### config.mk
export PLATFORM = sky130hd
export DESIGN_NAME = keypad_event_decoder_core
export DESIGN_NICKNAME = d
export VERILOG_FILES = /design/src/rtl/core/kedec_pkg.sv /design/src/rtl/core/kedec_fifo.sv /design/src/rtl/core/kedec_front.sv /design/src/rtl/core/kedec_back.sv /design/src/rtl/core/keypad_event_decoder_core.sv
export SDC_FILE = /design/constraint.sdc
export NUM_CORES = 1
export LEC_CHECK = 0
export BUFFER_PORTS_ARGS = -buffer_cell sky130_fd_sc_hd__buf_4
export CORE_AREA = 2 2 149 151
export CTS_CLUSTER_SIZE = 25
export DETAILED_ROUTE_END_ITERATION = 12
export DIE_AREA = 0 0 151 153
export GPL_ROUTABILITY_DRIVEN = 0
export PLACE_DENSITY = 0.64
export SYNTH_ARGS = -nofsm -noshare
export SYNTH_HDL_FRONTEND = slang
export SYNTH_SLANG_ARGS = --single-unit
export TNS_END_PERCENT = 50
### constraint.sdc
create_clock -name i_clk -period 8 [get_ports i_clk]
set_input_delay 1.2 -clock i_clk [delete_from_list [all_inputs] [get_ports i_clk]]
set_output_delay 1.2 -clock i_clk [all_outputs]
set_load 0.05 [all_outputs]
### src/rtl/core/kedec_pkg.sv
// ----------------------------------------------------------------------------
// kedec_pkg
// Shared types, constants and key-position functions for the keypad event
// decoder.
// ----------------------------------------------------------------------------
package kedec_pkg;

    // Default scan size of the raw matrix
    localparam int RawRowsDef = 7;
    localparam int RawColsDef = 8;

    // Logical layout: 4 rows by 14 columns
    localparam int LogCols  = 14;
    localparam int KeyCount = 56;

    // Depth of the decoupling queues
    localparam int QueueDepth = 2;

    // Modifier bit positions in the held-modifier mask
    localparam int ModShift = 0;
    localparam int ModCtrl  = 1;
    localparam int ModAlt   = 2;
    localparam int ModOpt   = 3;

    // Navigation codes
    typedef enum logic [2:0] {
        NAV_NONE  = 3'd0,
        NAV_UP    = 3'd1,
        NAV_DOWN  = 3'd2,
        NAV_LEFT  = 3'd3,
        NAV_RIGHT = 3'd4,
        NAV_ENTER = 3'd5
    } t_nav;

    // Classified event passed from front to back
    typedef struct packed {
        logic       press;
        logic [1:0] lrow;
        logic [3:0] lcol;
        logic [5:0] idx;
    } t_item;

    // One result delivered on the output side
    typedef struct packed {
        logic       press;
        logic [1:0] lrow;
        logic [3:0] lcol;
        logic [5:0] idx;
        logic       is_mod;
        logic       is_let;
        logic       shift_sel;
        logic [3:0] mods;
        logic       caps;
        t_nav       nav;
    } t_result;

    // Modifier mask bit that a logical position drives (zero if none)
    function automatic logic [3:0] mod_bits(input logic [1:0] r, input logic [3:0] c);
        logic [3:0] m;
        m = 4'b0000;
        if (r == 2'd2 && c == 4'd0) m[ModShift] = 1'b1;
        if (r == 2'd3 && c == 4'd0) m[ModCtrl]  = 1'b1;
        if (r == 2'd3 && c == 4'd2) m[ModAlt]   = 1'b1;
        if (r == 2'd3 && c == 4'd1) m[ModOpt]   = 1'b1;
        return m;
    endfunction

    // Caps lock position
    function automatic logic is_caps(input logic [1:0] r, input logic [3:0] c);
        return (r == 2'd2) && (c == 4'd1);
    endfunction

    // Letter keys a to z
    function automatic logic letter_at(input logic [1:0] r, input logic [3:0] c);
        logic l;
        case (r)
            2'd1: begin
                l = (c >= 4'd1) && (c <= 4'd10);
            end
            2'd2: begin
                l = (c >= 4'd2) && (c <= 4'd10);
            end
            2'd3: begin
                l = (c >= 4'd3) && (c <= 4'd9);
            end
            default: begin
                l = 1'b0;
            end
        endcase
        return l;
    endfunction

    // Navigation code of a position
    function automatic t_nav nav_at(input logic [1:0] r, input logic [3:0] c);
        t_nav n;
        n = NAV_NONE;
        if (r == 2'd2 && c == 4'd11) n = NAV_UP;
        if (r == 2'd3 && c == 4'd11) n = NAV_DOWN;
        if (r == 2'd3 && c == 4'd10) n = NAV_LEFT;
        if (r == 2'd3 && c == 4'd12) n = NAV_RIGHT;
        if (r == 2'd2 && c == 4'd13) n = NAV_ENTER;
        return n;
    endfunction

endpackage

### src/rtl/core/kedec_fifo.sv
// ----------------------------------------------------------------------------
// kedec_fifo
// Small first-word fall-through queue between decoder stages.
// ----------------------------------------------------------------------------
module kedec_fifo
    import kedec_pkg::*;
#(
    parameter int WIDTH = 1,
    parameter int DEPTH = QueueDepth
) (
    input  logic             i_clk,
    input  logic             i_rst_n,
    input  logic             i_wr,
    input  logic [WIDTH-1:0] i_data,
    input  logic             i_rd,
    output logic [WIDTH-1:0] o_data,
    output logic             o_full,
    output logic             o_empty
);

    localparam int AW = (DEPTH > 1) ? $clog2(DEPTH) : 1;
    localparam int CW = $clog2(DEPTH + 1);

    logic [WIDTH-1:0] r_mem [DEPTH];
    logic [AW-1:0]    r_wptr, n_wptr;
    logic [AW-1:0]    r_rptr, n_rptr;
    logic [CW-1:0]    r_count, n_count;
    logic             do_wr, do_rd;

    assign o_full  = (r_count == CW'(DEPTH));
    assign o_empty = (r_count == '0);
    assign do_wr   = i_wr && !o_full;
    assign do_rd   = i_rd && !o_empty;
    assign o_data  = r_mem[r_rptr];

    // Advance pointers with wrap at the queue depth
    always_comb begin
        n_wptr  = r_wptr;
        n_rptr  = r_rptr;
        n_count = r_count;
        if (do_wr) begin
            n_wptr = (r_wptr == AW'(DEPTH - 1)) ? '0 : r_wptr + 1'b1;
        end
        if (do_rd) begin
            n_rptr = (r_rptr == AW'(DEPTH - 1)) ? '0 : r_rptr + 1'b1;
        end
        if (do_wr && !do_rd) begin
            n_count = r_count + 1'b1;
        end else if (do_rd && !do_wr) begin
            n_count = r_count - 1'b1;
        end
    end

    // Hold pointers and count
    always_ff @(posedge i_clk) begin
        if (!i_rst_n) begin
            r_wptr  <= '0;
            r_rptr  <= '0;
            r_count <= '0;
        end else begin
            r_wptr  <= n_wptr;
            r_rptr  <= n_rptr;
            r_count <= n_count;
        end
    end

    // Store payload
    always_ff @(posedge i_clk) begin
        if (do_wr) begin
            r_mem[r_wptr] <= i_data;
        end
    end

endmodule

### src/rtl/core/kedec_front.sv
// ----------------------------------------------------------------------------
// kedec_front
// Splits the raw event byte into matrix row and column, drops empty and
// out-of-scan events, and maps the key onto the logical layout.
// ----------------------------------------------------------------------------
module kedec_front
    import kedec_pkg::*;
#(
    parameter int RAW_ROWS = RawRowsDef,
    parameter int RAW_COLS = RawColsDef
) (
    input  logic       i_push,
    input  logic [7:0] i_event_byte,
    input  logic       i_full,
    output logic       o_wr,
    output t_item      o_item
);

    logic [6:0]  code;
    logic [6:0]  raw;
    logic [14:0] prod;
    logic [3:0]  rrow;
    logic [6:0]  rrow_x10;
    logic [3:0]  rcol;
    logic        in_scan;
    logic [1:0]  lrow;
    logic [3:0]  lcol;

    // Divide by ten through reciprocal multiply (exact for 7-bit values)
    always_comb begin
        code     = i_event_byte[6:0];
        raw      = code - 7'd1;
        prod     = 15'(raw) * 15'd205;
        rrow     = prod[14:11];
        rrow_x10 = 7'({3'b000, rrow} * 7'd10);
        rcol     = 4'(raw - rrow_x10);
    end

    // Classify and remap to the logical layout
    always_comb begin
        in_scan = (code != 7'd0) && (rrow < 4'(RAW_ROWS)) && (rcol < 4'(RAW_COLS));
        lrow    = rcol[1:0];
        lcol    = {rrow[2:0], (rcol > 4'd3)};
        o_item.press = i_event_byte[7];
        o_item.lrow  = lrow;
        o_item.lcol  = lcol;
        o_item.idx   = 6'({lrow, 4'b0000}) - 6'({lrow, 1'b0}) + 6'(lcol);
        o_wr         = i_push && !i_full && in_scan;
    end

endmodule

### src/rtl/core/kedec_back.sv
// ----------------------------------------------------------------------------
// kedec_back
// Filters repeated presses and releases against the pressed-key mask,
// tracks modifiers and caps lock, and builds one result per non-repeated event.
// ----------------------------------------------------------------------------
module kedec_back
    import kedec_pkg::*;
(
    input  logic    i_clk,
    input  logic    i_rst_n,
    input  t_item   i_item,
    input  logic    i_empty,
    input  logic    i_full,
    output logic    o_rd,
    output logic    o_wr,
    output t_result o_result
);

    logic [KeyCount-1:0] r_pressed, n_pressed;
    logic [3:0]          r_mods, n_mods;
    logic                r_caps, n_caps;
    logic                hit;
    logic                take;
    logic [3:0]          mbit;
    logic                caps_key;
    logic                is_mod;
    logic                is_let;

    // Look up key state and position class
    always_comb begin
        o_rd     = !i_empty && !i_full;
        hit      = r_pressed[i_item.idx];
        take     = o_rd && (hit != i_item.press);
        mbit     = mod_bits(i_item.lrow, i_item.lcol);
        caps_key = is_caps(i_item.lrow, i_item.lcol);
        is_mod   = (mbit != 4'b0000) || caps_key;
        is_let   = letter_at(i_item.lrow, i_item.lcol);
    end

    // Update pressed mask, modifiers and caps lock
    always_comb begin
        n_pressed = r_pressed;
        n_mods    = r_mods;
        n_caps    = r_caps;
        if (take) begin
            n_pressed[i_item.idx] = i_item.press;
            if (mbit != 4'b0000) begin
                n_mods = i_item.press ? (r_mods | mbit) : (r_mods & ~mbit);
            end else if (caps_key && i_item.press) begin
                n_caps = ~r_caps;
            end
        end
    end

    // Build the result from the state after this event
    always_comb begin
        o_wr                 = take;
        o_result.press       = i_item.press;
        o_result.lrow        = i_item.lrow;
        o_result.lcol        = i_item.lcol;
        o_result.idx         = i_item.idx;
        o_result.is_mod      = is_mod;
        o_result.is_let      = is_let;
        o_result.mods        = n_mods;
        o_result.caps        = n_caps;
        o_result.nav         = i_item.press ? nav_at(i_item.lrow, i_item.lcol) : NAV_NONE;
        if (is_mod) begin
            o_result.shift_sel = 1'b0;
        end else if (is_let) begin
            o_result.shift_sel = n_mods[ModShift] ^ n_caps;
        end else begin
            o_result.shift_sel = n_mods[ModShift];
        end
    end

    // Hold key state
    always_ff @(posedge i_clk) begin
        if (!i_rst_n) begin
            r_pressed <= '0;
            r_mods    <= '0;
            r_caps    <= 1'b0;
        end else begin
            r_pressed <= n_pressed;
            r_mods    <= n_mods;
            r_caps    <= n_caps;
        end
    end

endmodule

### src/rtl/core/keypad_event_decoder_core.sv
// ----------------------------------------------------------------------------
// keypad_event_decoder_core
// Keypad event decoder: raw key event bytes in, logical key results out.
// ----------------------------------------------------------------------------
// The block takes one raw key event byte per cycle while full is low (bit 7
// press, bits 6..0 key code) and returns at most one result per event: the
// logical position on a 4x14 layout, key class, modifier and caps lock
// state, shifted choice and navigation code. Empty codes, positions outside
// the scan and repeated presses or releases produce no result. An accepted
// event is registered in the middle queue and its result in the output
// queue before it can be popped; the back stage updates the pressed mask
// and modifiers for one event per clock while the output queue is not
// full. Both sides behave as queues, so either side may stall without
// losing data.
// ----------------------------------------------------------------------------
module keypad_event_decoder_core
    import kedec_pkg::*;
#(
    parameter int RAW_ROWS = RawRowsDef,
    parameter int RAW_COLS = RawColsDef
) (
    input  logic       i_clk,
    input  logic       i_rst_n,
    input  logic       push,
    output logic       full,
    input  logic [7:0] i_event_byte,
    output logic       empty,
    input  logic       pop,
    output logic       o_pressed,
    output logic [1:0] o_logical_row,
    output logic [3:0] o_logical_col,
    output logic [5:0] o_key_index,
    output logic       o_mod_key,
    output logic       o_alpha_key,
    output logic       o_shift_sel,
    output logic [3:0] o_modifier_mask,
    output logic       o_caps_lock,
    output logic [2:0] o_nav_key
);

    localparam int ItemW = $bits(t_item);
    localparam int ResW  = $bits(t_result);

    logic       fr_wr;
    t_item      fr_item;
    logic       mid_full, mid_empty;
    t_item      mid_item;
    logic       bk_rd, bk_wr;
    t_result    bk_result;
    logic       out_full;
    t_result    out_result;

    // Classify incoming events
    kedec_front #(
        .RAW_ROWS (RAW_ROWS),
        .RAW_COLS (RAW_COLS)
    ) u_front (
        .i_push       (push),
        .i_event_byte (i_event_byte),
        .i_full       (mid_full),
        .o_wr         (fr_wr),
        .o_item       (fr_item)
    );

    assign full = mid_full;

    // Decouple front from back
    kedec_fifo #(
        .WIDTH (ItemW),
        .DEPTH (QueueDepth)
    ) u_mid_q (
        .i_clk   (i_clk),
        .i_rst_n (i_rst_n),
        .i_wr    (fr_wr),
        .i_data  (fr_item),
        .i_rd    (bk_rd),
        .o_data  (mid_item),
        .o_full  (mid_full),
        .o_empty (mid_empty)
    );

    // Filter repeats and track key state
    kedec_back u_back (
        .i_clk    (i_clk),
        .i_rst_n  (i_rst_n),
        .i_item   (mid_item),
        .i_empty  (mid_empty),
        .i_full   (out_full),
        .o_rd     (bk_rd),
        .o_wr     (bk_wr),
        .o_result (bk_result)
    );

    // Hold results until taken
    kedec_fifo #(
        .WIDTH (ResW),
        .DEPTH (QueueDepth)
    ) u_out_q (
        .i_clk   (i_clk),
        .i_rst_n (i_rst_n),
        .i_wr    (bk_wr),
        .i_data  (bk_result),
        .i_rd    (pop),
        .o_data  (out_result),
        .o_full  (out_full),
        .o_empty (empty)
    );

    // Drive result ports
    assign o_pressed       = out_result.press;
    assign o_logical_row   = out_result.lrow;
    assign o_logical_col   = out_result.lcol;
    assign o_key_index     = out_result.idx;
    assign o_mod_key       = out_result.is_mod;
    assign o_alpha_key     = out_result.is_let;
    assign o_shift_sel     = out_result.shift_sel;
    assign o_modifier_mask = out_result.mods;
    assign o_caps_lock     = out_result.caps;
    assign o_nav_key       = out_result.nav;

endmodule

[Word level (Yosys, flattened, before mapping)]
Memories as Yosys holds them, arrays and structs flattened. A register that Yosys moved wholly into a read port is not among the register bits.
Index checks and enable logic that the tools add are counted.
Word-level totals
  input port bits: 12
  register bits: 69
  memories kept: 2
  RAM bits: 74
Operators by class
  bitwise logic cells: 5
  order comparisons: 10
  add/sub/neg operators: 12
  multipliers: 2
  multiplexer cells: 40
  reduce and logical (&&, ||, !) cells: 45
  equality and inequality tests: 12
Memories
  u_out_q.r_mem: depth 2, width 24, read ports 1, clocked after Yosys merged registers in 1, write ports 1, line kedec_fifo.sv:24  | logic [WIDTH-1:0] r_mem [DEPTH];
  u_mid_q.r_mem: depth 2, width 13, read ports 1, clocked after Yosys merged registers in 1, write ports 1, line kedec_fifo.sv:24
Operators by type and width (number)
  56-bit bitwise mux: 1
  1-bit logical AND: 29
  1-bit two-way mux: 24
  4-bit == test, second input constant: 4
  7-bit by 8-bit multiplier with 15-bit output, second input constant: 1
  2-bit two-way mux: 6
  4-bit two-way mux: 3
  3-bit two-way mux: 3
  2-bit == test, second input constant: 4
  4-bit by 2-bit greater-or-equal comparator with 1-bit output, second input constant: 2
  4-bit less-or-equal comparator, second input constant: 2
  1-bit logical NOT: 8
  6-bit by 7-bit < comparator with 1-bit output, second input constant: 1
  7-bit nonzero test: 1
  7-bit by 1-bit subtractor with 7-bit output, second input constant: 1
  6-bit by 4-bit adder with 6-bit output: 1
  1-bit binary-select mux with 6-bit select: 1
  1-bit demux with 6-bit select: 1
  6-bit by 1-bit greater-or-equal comparator with 1-bit output, second input constant: 1
  6-bit by 3-bit subtractor with 6-bit output: 1
  1-bit adder, second input constant: 4
  2-bit by 1-bit adder with 2-bit output, second input constant: 2
  4-bit AND: 1
  4-bit by 1-bit == test with 1-bit output, second input constant: 1
  other kinds (20): 23

[Logic depth before layout (Yosys ltp)]
Gate-level depths: netlist of the first run.
  word-level depth: 12
  depth in mapped cells: 30
  mapped depth without buffers: 30

[Modules after synthesis]
From an unflattened synthesis of the first run, not the netlist that was laid out.
Second synthesis, totals
  cells, all modules: 763
  area total of the unflattened synthesis: 8060.2 µm²
Modules (own cells, without submodules)
  kedec_back: sequential area each 1221.2 µm², cells each 430, instances 1, area each 3497.1 µm²
  kedec_fifo at u_out_q: sequential area each 1541.5 µm², cells each 100, instances 1, area each 1960.6 µm²
  kedec_front: sequential area each 0.0 µm², cells each 168, instances 1, area each 1436.4 µm²
  kedec_fifo at u_mid_q: sequential area each 880.8 µm², cells each 65, instances 1, area each 1166.1 µm²

[Worst setup path before layout of the first run]
OpenSTA, ideal clock, no wires.
  path type: in2reg
  from: in i_event_byte[2]
  to: mem u_mid_q.r_mem[0][10] (netlist bit), enable pin
  setup time: 0.382 ns
  data required time: 7.618 ns
  setup slack: 0.566 ns
  stages on the path: 25
  arrival time: 7.052 ns
  cell sequence: or3_1 > o31a_1 > nor2_1 > xnor2_1 > inv_1 > fa_1 > inv_1 > ha_1 > inv_1 > fa_1 > inv_1 > ha_1 > a211oi_1 > o31ai_1 > a21oi_1 > o21bai_1 > xor2_1 > xnor2_1 > ha_1 > a311oi_1 > o211ai_1 > xnor3_1 > nand3b_1 > a21boi_1 > nor2b_1
RTL lines
  from (decl): line keypad_event_decoder_core.sv:26  | input logic [7:0] i_event_byte,
  to (decl): line kedec_fifo.sv:24

==> results of run 1 <==
[worst max-delay path, delay by kind of cell]
kind / cells / cell delay (ns)
buf+inv: 6 / 0.39
compound gates: 8 / 1.71
xor+xnor: 3 / 0.91
simple gates: 4 / 1.09
fa+ha+maj: 7 / 2.32
[area by class of cell]
type	count	area (um^2)	share of cell area, %
clock buffer	18	439.2	4.725
inverter	61	229.0	2.463
multi-input combinational	573	4111	44.23
tap	280	350.3	3.769
timing repair buffer	54	405.4	4.361
clock inverter	14	236.5	2.544
sequential	141	3523	37.91
[placed cells by master (no fill, tap or decap), types with 7 or more instances in the layout]
| cell | netlist | routed |
|---|---|---|
| and3_1 | 24 | 24 |
| dfxtp_1 | 71 | 71 |
| inv_1 | 57 | 57 |
| mux2i_1 | 24 | 22 |
| ha_1 | 42 | 42 |
| o22ai_1 | 18 | 18 |
| nor2_1 | 53 | 53 |
| edfxtp_1 | 70 | 70 |
| nand4_1 | 8 | 8 |
| nand3_1 | 18 | 18 |
| nand2b_1 | 10 | 10 |
| a31oi_1 | 11 | 11 |
| fa_1 | 8 | 8 |
| buf_4 | 3 | 54 |
| nand2_1 | 50 | 50 |
| o21ai_0 | 71 | 71 |
| xor2_1 | 9 | 9 |
| a21oi_1 | 54 | 54 |
| o41ai_1 | 9 | 9 |
| xnor2_1 | 17 | 17 |
| mux2_2 | 24 | 24 |
| and2_1 | 7 | 7 |
| o21a_1 | 11 | 11 |
| nor3_1 | 13 | 12 |
| clkbuf_16 | 0 | 17 |
[final timing paths]
kind	startpoint	endpoint	slack, ns	depth (start not counted)
max	i_event_byte[2]	u_mid_q.r_count[1]	0.76	28
min	u_back.r_pressed[40]	u_back.r_pressed[40]	0.45	2
max reg2reg	register	u_out_q.r_mem[1][12]	3.27	12
min reg2reg	u_back.r_pressed[40]	u_back.r_pressed[40]	0.45	2
[routing by layer]
metal / vias up / part of all wire, % / global-route usage, %
met5: - / 0 / 0
met4: 0 / 2.1 / 7.032
met3: 29 / 4.2 / 2.746
met2: 165 / 48 / 28.27
met1: 2997 / 45 / 21.97
li1: 3048 / - / -
[power breakdown]
| group | total, mW | internal [mW] | switching [mW] |
|---|---|---|---|
| Sequential | 1.08 | 1.01 | 0.0739 |
| Combinational | 2.01 | 0.651 | 1.35 |
| Clock | 0.899 | 0.593 | 0.306 |
| Total | 3.99 | 2.25 | 1.73 |
[registers in the layout, summed over array words and instances, names as in the netlist, named ones only]
register / count
u_mid_q.r_wptr: 1
u_out_q.r_rptr: 1
u_out_q.r_wptr: 1
u_back.r_caps: 1
u_out_q.r_count: 2
u_back.r_mods: 4
u_mid_q.r_mem: 24
u_back.r_pressed: 56
u_mid_q.r_rptr: 1
u_out_q.r_mem: 46
u_mid_q.r_count: 2
[kinds of logic after synthesis]
kind of cell	synth area share, %
compound gates	17.56
flops	43.76
buf+inv	5.408
xor+xnor	3.450
mux	7.630
simple gates	13.43
fa+ha+maj	8.764
[metrics by stage]
stage / std cells / utilization [%] / hold slack (ns)
floorplan: 817 / - / 0.4247
global placement: 1109 / 40.12 / 0.4380
detailed placement: 1109 / 40.12 / 0.4402
CTS: 1141 / 43.26 / 0.4492
global route: 1141 / 43.26 / 0.4685
finish: 1141 / 43.26 / 0.4485
==> summary.log, run 1 <==
qor: outcome.status finished clean
qor: final_layout.final_cell_area 9295 um^2
qor: synthesis.yosysWarningCount 0
qor: clock_tree.tritoncts_sink_count 141
qor: clock_tree.post_cts_resize_count 0
qor: synthesis.post-synth-top-area-fraction 26.11%
qor: timing.slew_worst_pin 1.128 ns
qor: place.placement.io_buffers 37
qor: place.dp.final_hpwl 13180 um
qor: drt.ratio_of_routed_vias_to_standard_cells 5.468
qor: place.detailed_place.area 8620 um^2
qor: drt.routedWlPerCell 16.90 um
qor: final_layout.area_growth 15.45%
qor: synthesis.netlist_top_cells_count 71 x dfxtp_1, 71 x o21ai_0, 70 x edfxtp_1
qor: job.cap_viol_max_count 0
qor: worst_setup_path.crit_path_start_kind primary input
qor: clock_tree.cts_htree_levels 4
qor: drt.ant_nets 0
qor: synthesis.syn-num-nets 879
qor: power_and_ir_drop.leakage 3.509 nW
qor: die.design.die.area 23100 um^2
qor: synthesis.synth_sequential_area_ratio 43.76%
qor: final_layout.final_layout_size_suffix_gt1_share 15.33%
qor: timing.timing.final.max_slew_violations 0
qor: timing.finalWorstSetupSlack 0.7612 ns
qor: die.die_width 151 um
qor: worst_setup_path.crit_path_max_fanout 6
qor: clock_tree.cts.path.max_buffers 2
qor: worst_setup_path.arrival 7.60 ns
qor: die.core 21490 um^2
qor: synthesis.post_syn_instances 817
qor: timing.final.period_utilization 90.49%
qor: synthesis.dominantRegCellSynth dfxtp_1
qor: grt.grt_overflow 0
qor: timing.upper_clock_frequency_limit 0.1381 GHz
qor: final_layout.num_antenna_cells 0
qor: worst_setup_path.worst_path_largest_cell_delay 0.53 ns
qor: worst_setup_path.timing.critical_path.to_type register
qor: drt.drt_drc_violations_left 0
qor: clock_tree.cts.reportedPaths.clkPinSlew 0.06 ns
qor: clock_tree.cts_root_buf clkbuf_16
qor: worst_setup_path.worstSetupPathType in -> reg
qor: power_and_ir_drop.peak_supply_drop 0.1847 mV
qor: timing.rsz0062_at_grt no
qor: synthesis.ys_seq_elements 141
qor: synthesis.netlist-cell-type-count 71
qor: die.placementRows 54
qor: place.pre_cts_ws 0.2785 ns
qor: clock_tree.postCtsSetupBuffers 0
qor: synthesis.synth_area_leader_cell edfxtp_1
qor: hold_path.hp-class reg -> reg
qor: grt.grt_antenna_before_repair 0
qor: final_layout.design.final.nets 910
qor: clock_tree.cts_inserted_buffers 17
qor: grt.grt_pass1_wl 30670 um
qor: grt.first_global_vias 6125
qor: power_and_ir_drop.powerDensity 428.9 nW/um^2
qor: timing.final.setup_skew 0.01143 ns
qor: synthesis.synth_enable_flop_cells 70
qor: grt.grt_usage 17.02%
qor: drt.via_count_of_the_routed_design 6239
qor: grt.grt_start_max_net_pins 56
qor: synthesis.post_synth_main_area_contributors edfxtp_1 26%, dfxtp_1 18%, ha_1 6.5%
qor: die.start_util 37.47%
qor: timing.number_of_failing_setup_endpoints_in_the_final_timing_report 0
qor: timing.maxSlewHeadroom 24.82%
qor: clock_tree.worstSkewPairLatency 0.43 ns
qor: drt.drt_wl_total 19280 um
qor: synthesis.async_reset_ff_share 0%
qor: synthesis.syn-cell-area 8051 um^2
qor: drt.first_iter_violations 456
qor: timing.hold_violations 0
qor: final_layout.layout.filler_cells 2105
qor: die.die_height 153 um
qor: clock_tree.ctsHoldBuffers 0
qor: worst_setup_path.required 8.36 ns
qor: power_and_ir_drop.fin_total_pwr 3.986 mW
qor: worst_setup_path.crit_slowest_cell fa_1
qor: die.num_io_pins 38
qor: drt.detail_route.first_pass.iterations 4
qor: timing.setup-tns-final 0 ns
qor: clock_tree.tritoncts built
qor: synthesis.syn_avg_cell_area 9.855 um^2
qor: timing.fin_crit 7.239 ns
Power figures use the tool's default switching activity.
==> run 2: changes to the inputs <==
--- a/config.mk
+++ b/config.mk
@@ -6,12 +6,12 @@
 export NUM_CORES = 1
 export LEC_CHECK = 0
 export BUFFER_PORTS_ARGS = -buffer_cell sky130_fd_sc_hd__buf_4
-export CORE_AREA = 2 2 149 151
+export CORE_AREA = 2 2 122 124
 export CTS_CLUSTER_SIZE = 25
 export DETAILED_ROUTE_END_ITERATION = 12
-export DIE_AREA = 0 0 151 153
+export DIE_AREA = 0 0 124 126
 export GPL_ROUTABILITY_DRIVEN = 0
-export PLACE_DENSITY = 0.64
+export PLACE_DENSITY = 0.85
 export SYNTH_ARGS = -nofsm -noshare
 export SYNTH_HDL_FRONTEND = slang
 export SYNTH_SLANG_ARGS = --single-unit
==> run 2 against run 1 <==
  * Clock skew is 0.0043 ns lower
  * Non-clock buffer count is 5 lower
  * Die area is 32% lower
  * First-iteration DRC count is 58% higher
  * Critical endpoint unchanged
==> summary.log, run 2 (synthesized netlist as in run 1, its figures left out) <==
qor: die.design.die.area 15620 um^2
qor: grt.globalRouteMet3Util 4.982%
qor: drt.via_count_of_the_routed_design 6465
qor: drt.detail_route.first_pass.iterations 5
qor: worst_setup_path.worstSetupPathType in -> reg
qor: final_layout.layout.core_utilization 63.63%
qor: grt.grt_overflow 0
qor: grt.grt_antenna_before_repair 0
qor: drt.ratio_of_routed_vias_to_standard_cells 6.216
qor: worst_setup_path.rr_endpoint u_out_q.r_mem[1][15]
qor: timing.timing.final.max_slew_violations 0
qor: final_layout.final_layout_size_suffix_gt1_share 14.95%
qor: clock_tree.cts_htree_levels 4
qor: hold_path.hold_path_depth 2
qor: job.cap_viol_max_count 0
qor: timing.final.setup_skew 0.007144 ns
qor: worst_setup_path.crit_buf_inv 7
qor: worst_setup_path.arrival 7.68 ns
qor: grt.grt_usage 25.17%
qor: worst_setup_path.crit_path_start_kind primary input
qor: worst_setup_path.timing.critical_path.to_type register
qor: final_layout.num_antenna_cells 0
qor: timing.number_of_failing_setup_endpoints_in_the_final_timing_report 0
qor: power_and_ir_drop.powerDensity 433.1 nW/um^2
qor: place.placement.io_buffers 37
qor: clock_tree.cts_inserted_buffers 17
qor: timing.final.period_utilization 91.61%
qor: final_layout.top_regs u_back.r_pressed x56, u_out_q.r_mem x46, u_mid_q.r_mem x24
qor: clock_tree.tritoncts_sink_count 141
qor: clock_tree.cts.reportedPaths.clkPinSlew 0.06 ns
qor: place.detailed_place.area 8462 um^2
qor: grt.grt_start_max_net_pins 56
qor: worst_setup_path.required 8.35 ns
qor: die.num_io_pins 38
qor: final_layout.largest_register_ff_count 56
qor: timing.maxSlewHeadroom 26.89%
qor: drt.ant_nets 0
qor: final_layout.final_cell_area 9107 um^2
qor: final_layout.design.final.nets 905
qor: drt.first_iter_violations 720
qor: worst_setup_path.worst-r2r-setup-slack 3.37 ns
qor: final_layout.area_growth 13.12%
qor: drt.drt_wl_total 19050 um
qor: drt.drt_drc_violations_left 0
qor: power_and_ir_drop.peak_supply_drop 0.2108 mV
qor: worst_setup_path.r2r_cells 10
qor: worst_setup_path.worst_path_largest_cell_delay 0.53 ns
qor: clock_tree.cts_root_buf clkbuf_16
qor: hold_path.hp-class reg -> reg
qor: die.start_util 56.25%
qor: final_layout.layout.filler_cells 1118
qor: hold_path.timing.hold.worst.start u_back.r_pressed[18]
qor: timing.upper_clock_frequency_limit 0.1365 GHz
qor: worst_setup_path.crit_path_max_fanout 8
qor: die.die_height 126 um
qor: clock_tree.tritoncts built
qor: timing.setup-tns-final 0 ns
qor: grt.grt_pass1_wl 30790 um
qor: die.placementRows 44
qor: grt.met2_layer_usage_reported_by_global_route 40.30%
qor: worst_setup_path.cpMostUsedCell inv_1
qor: die.die_width 124 um
qor: place.dp.final_hpwl 12670 um
qor: outcome.status finished clean
qor: worst_setup_path.crit_slowest_cell fa_1
qor: timing.hold_violations 0
qor: final_layout.most_frequent_cells_in_the_layout 71 x o21ai_0, 71 x dfxtp_1, 70 x edfxtp_1
qor: worst_setup_path.crit_start i_event_byte[0]
qor: die.core 14310 um^2
qor: clock_tree.cts.path.max_buffers 2
qor: timing.fin_crit 7.329 ns
qor: clock_tree.worstSkewPairLatency 0.43 ns
qor: timing.slew_worst_pin 1.097 ns
qor: hold_path.min_to u_back.r_pressed[18]
qor: clock_tree.ctsHoldBuffers 0
qor: drt.routedWlPerCell 18.32 um
qor: grt.grt.met1_usage 33.40%
qor: power_and_ir_drop.leakage 3.468 nW
qor: grt.top_usage_layer met2
qor: worst_setup_path.worst_path_dominant_cell_family adder cells
qor: timing.rsz0062_at_grt no
qor: grt.first_global_vias 6235
qor: final_layout.largest-register u_back.r_pressed
run 2: worst reg2reg max path: cells and delay by family, from the launching register on:
family	cells	cell delay (ns)
compound gates	3	0.87
buf+inv	2	0.70
flops	1	0.30
mux	1	0.78
simple gates	3	1.49
xor+xnor	1	0.09
run 2: how the worst max path moves through the flow:
stage / end / slack, ns / cells after the start
CTS: u_mid_q.r_mem[1][4] / 0.44 / 28
detailed placement: u_mid_q.r_mem[1][8] / 0.002 / 28
global route: u_mid_q.r_count[1] / 0.16 / 30
finish: u_mid_q.r_count[1] / 0.67 / 30
global placement: u_mid_q.r_mem[1][12] / 0.34 / 28
floorplan: u_mid_q.r_mem[0][10] / 0.57 / 25
run 2: routing by layer:
layer	vias to the layer above	wire length, um
li1	3045	-
met5	-	0
met2	345	9105
met3	52	1613
met4	0	572
met1	3023	7758
run 2: through the flow:
stage	hold slack [ns]	instances	power, mW	worst slack [ns]
after CTS	0.4532	1040	3.915	0.4409
after floorplan	0.4247	817	2.580	0.5664
after detailed placement	0.4412	1008	3.073	0.002025
after global routing	0.4728	1040	4.156	0.1550
after global placement	0.4334	1008	3.001	0.3399
final	0.4534	1040	3.945	0.6715
run 2: where the power goes:
part	internal (mW)	switching, mW	leakage (nW)
Clock	0.536	0.299	0.304
Combinational	0.657	1.37	1.95
Sequential	1.01	0.0766	1.21
Total	2.20	1.74	3.47
run 2: repair_timing:
action,in CTS,in global routing
setup endpoints to repair,0,13
buffers inserted,0,0
resized for setup,0,3
run 2: area by class of cell:
| class | count | area (um^2) | share of cell area [%] |
|---|---|---|---|
| clock buffer | 23 | 500.5 | 5.495 |
| inverter | 61 | 229.0 | 2.514 |
| tap | 184 | 230.2 | 2.528 |
| clock inverter | 9 | 132.6 | 1.456 |
| timing repair buffer | 49 | 367.9 | 4.039 |
| multi-input combinational | 573 | 4124 | 45.28 |
| sequential | 141 | 3523 | 38.69 |
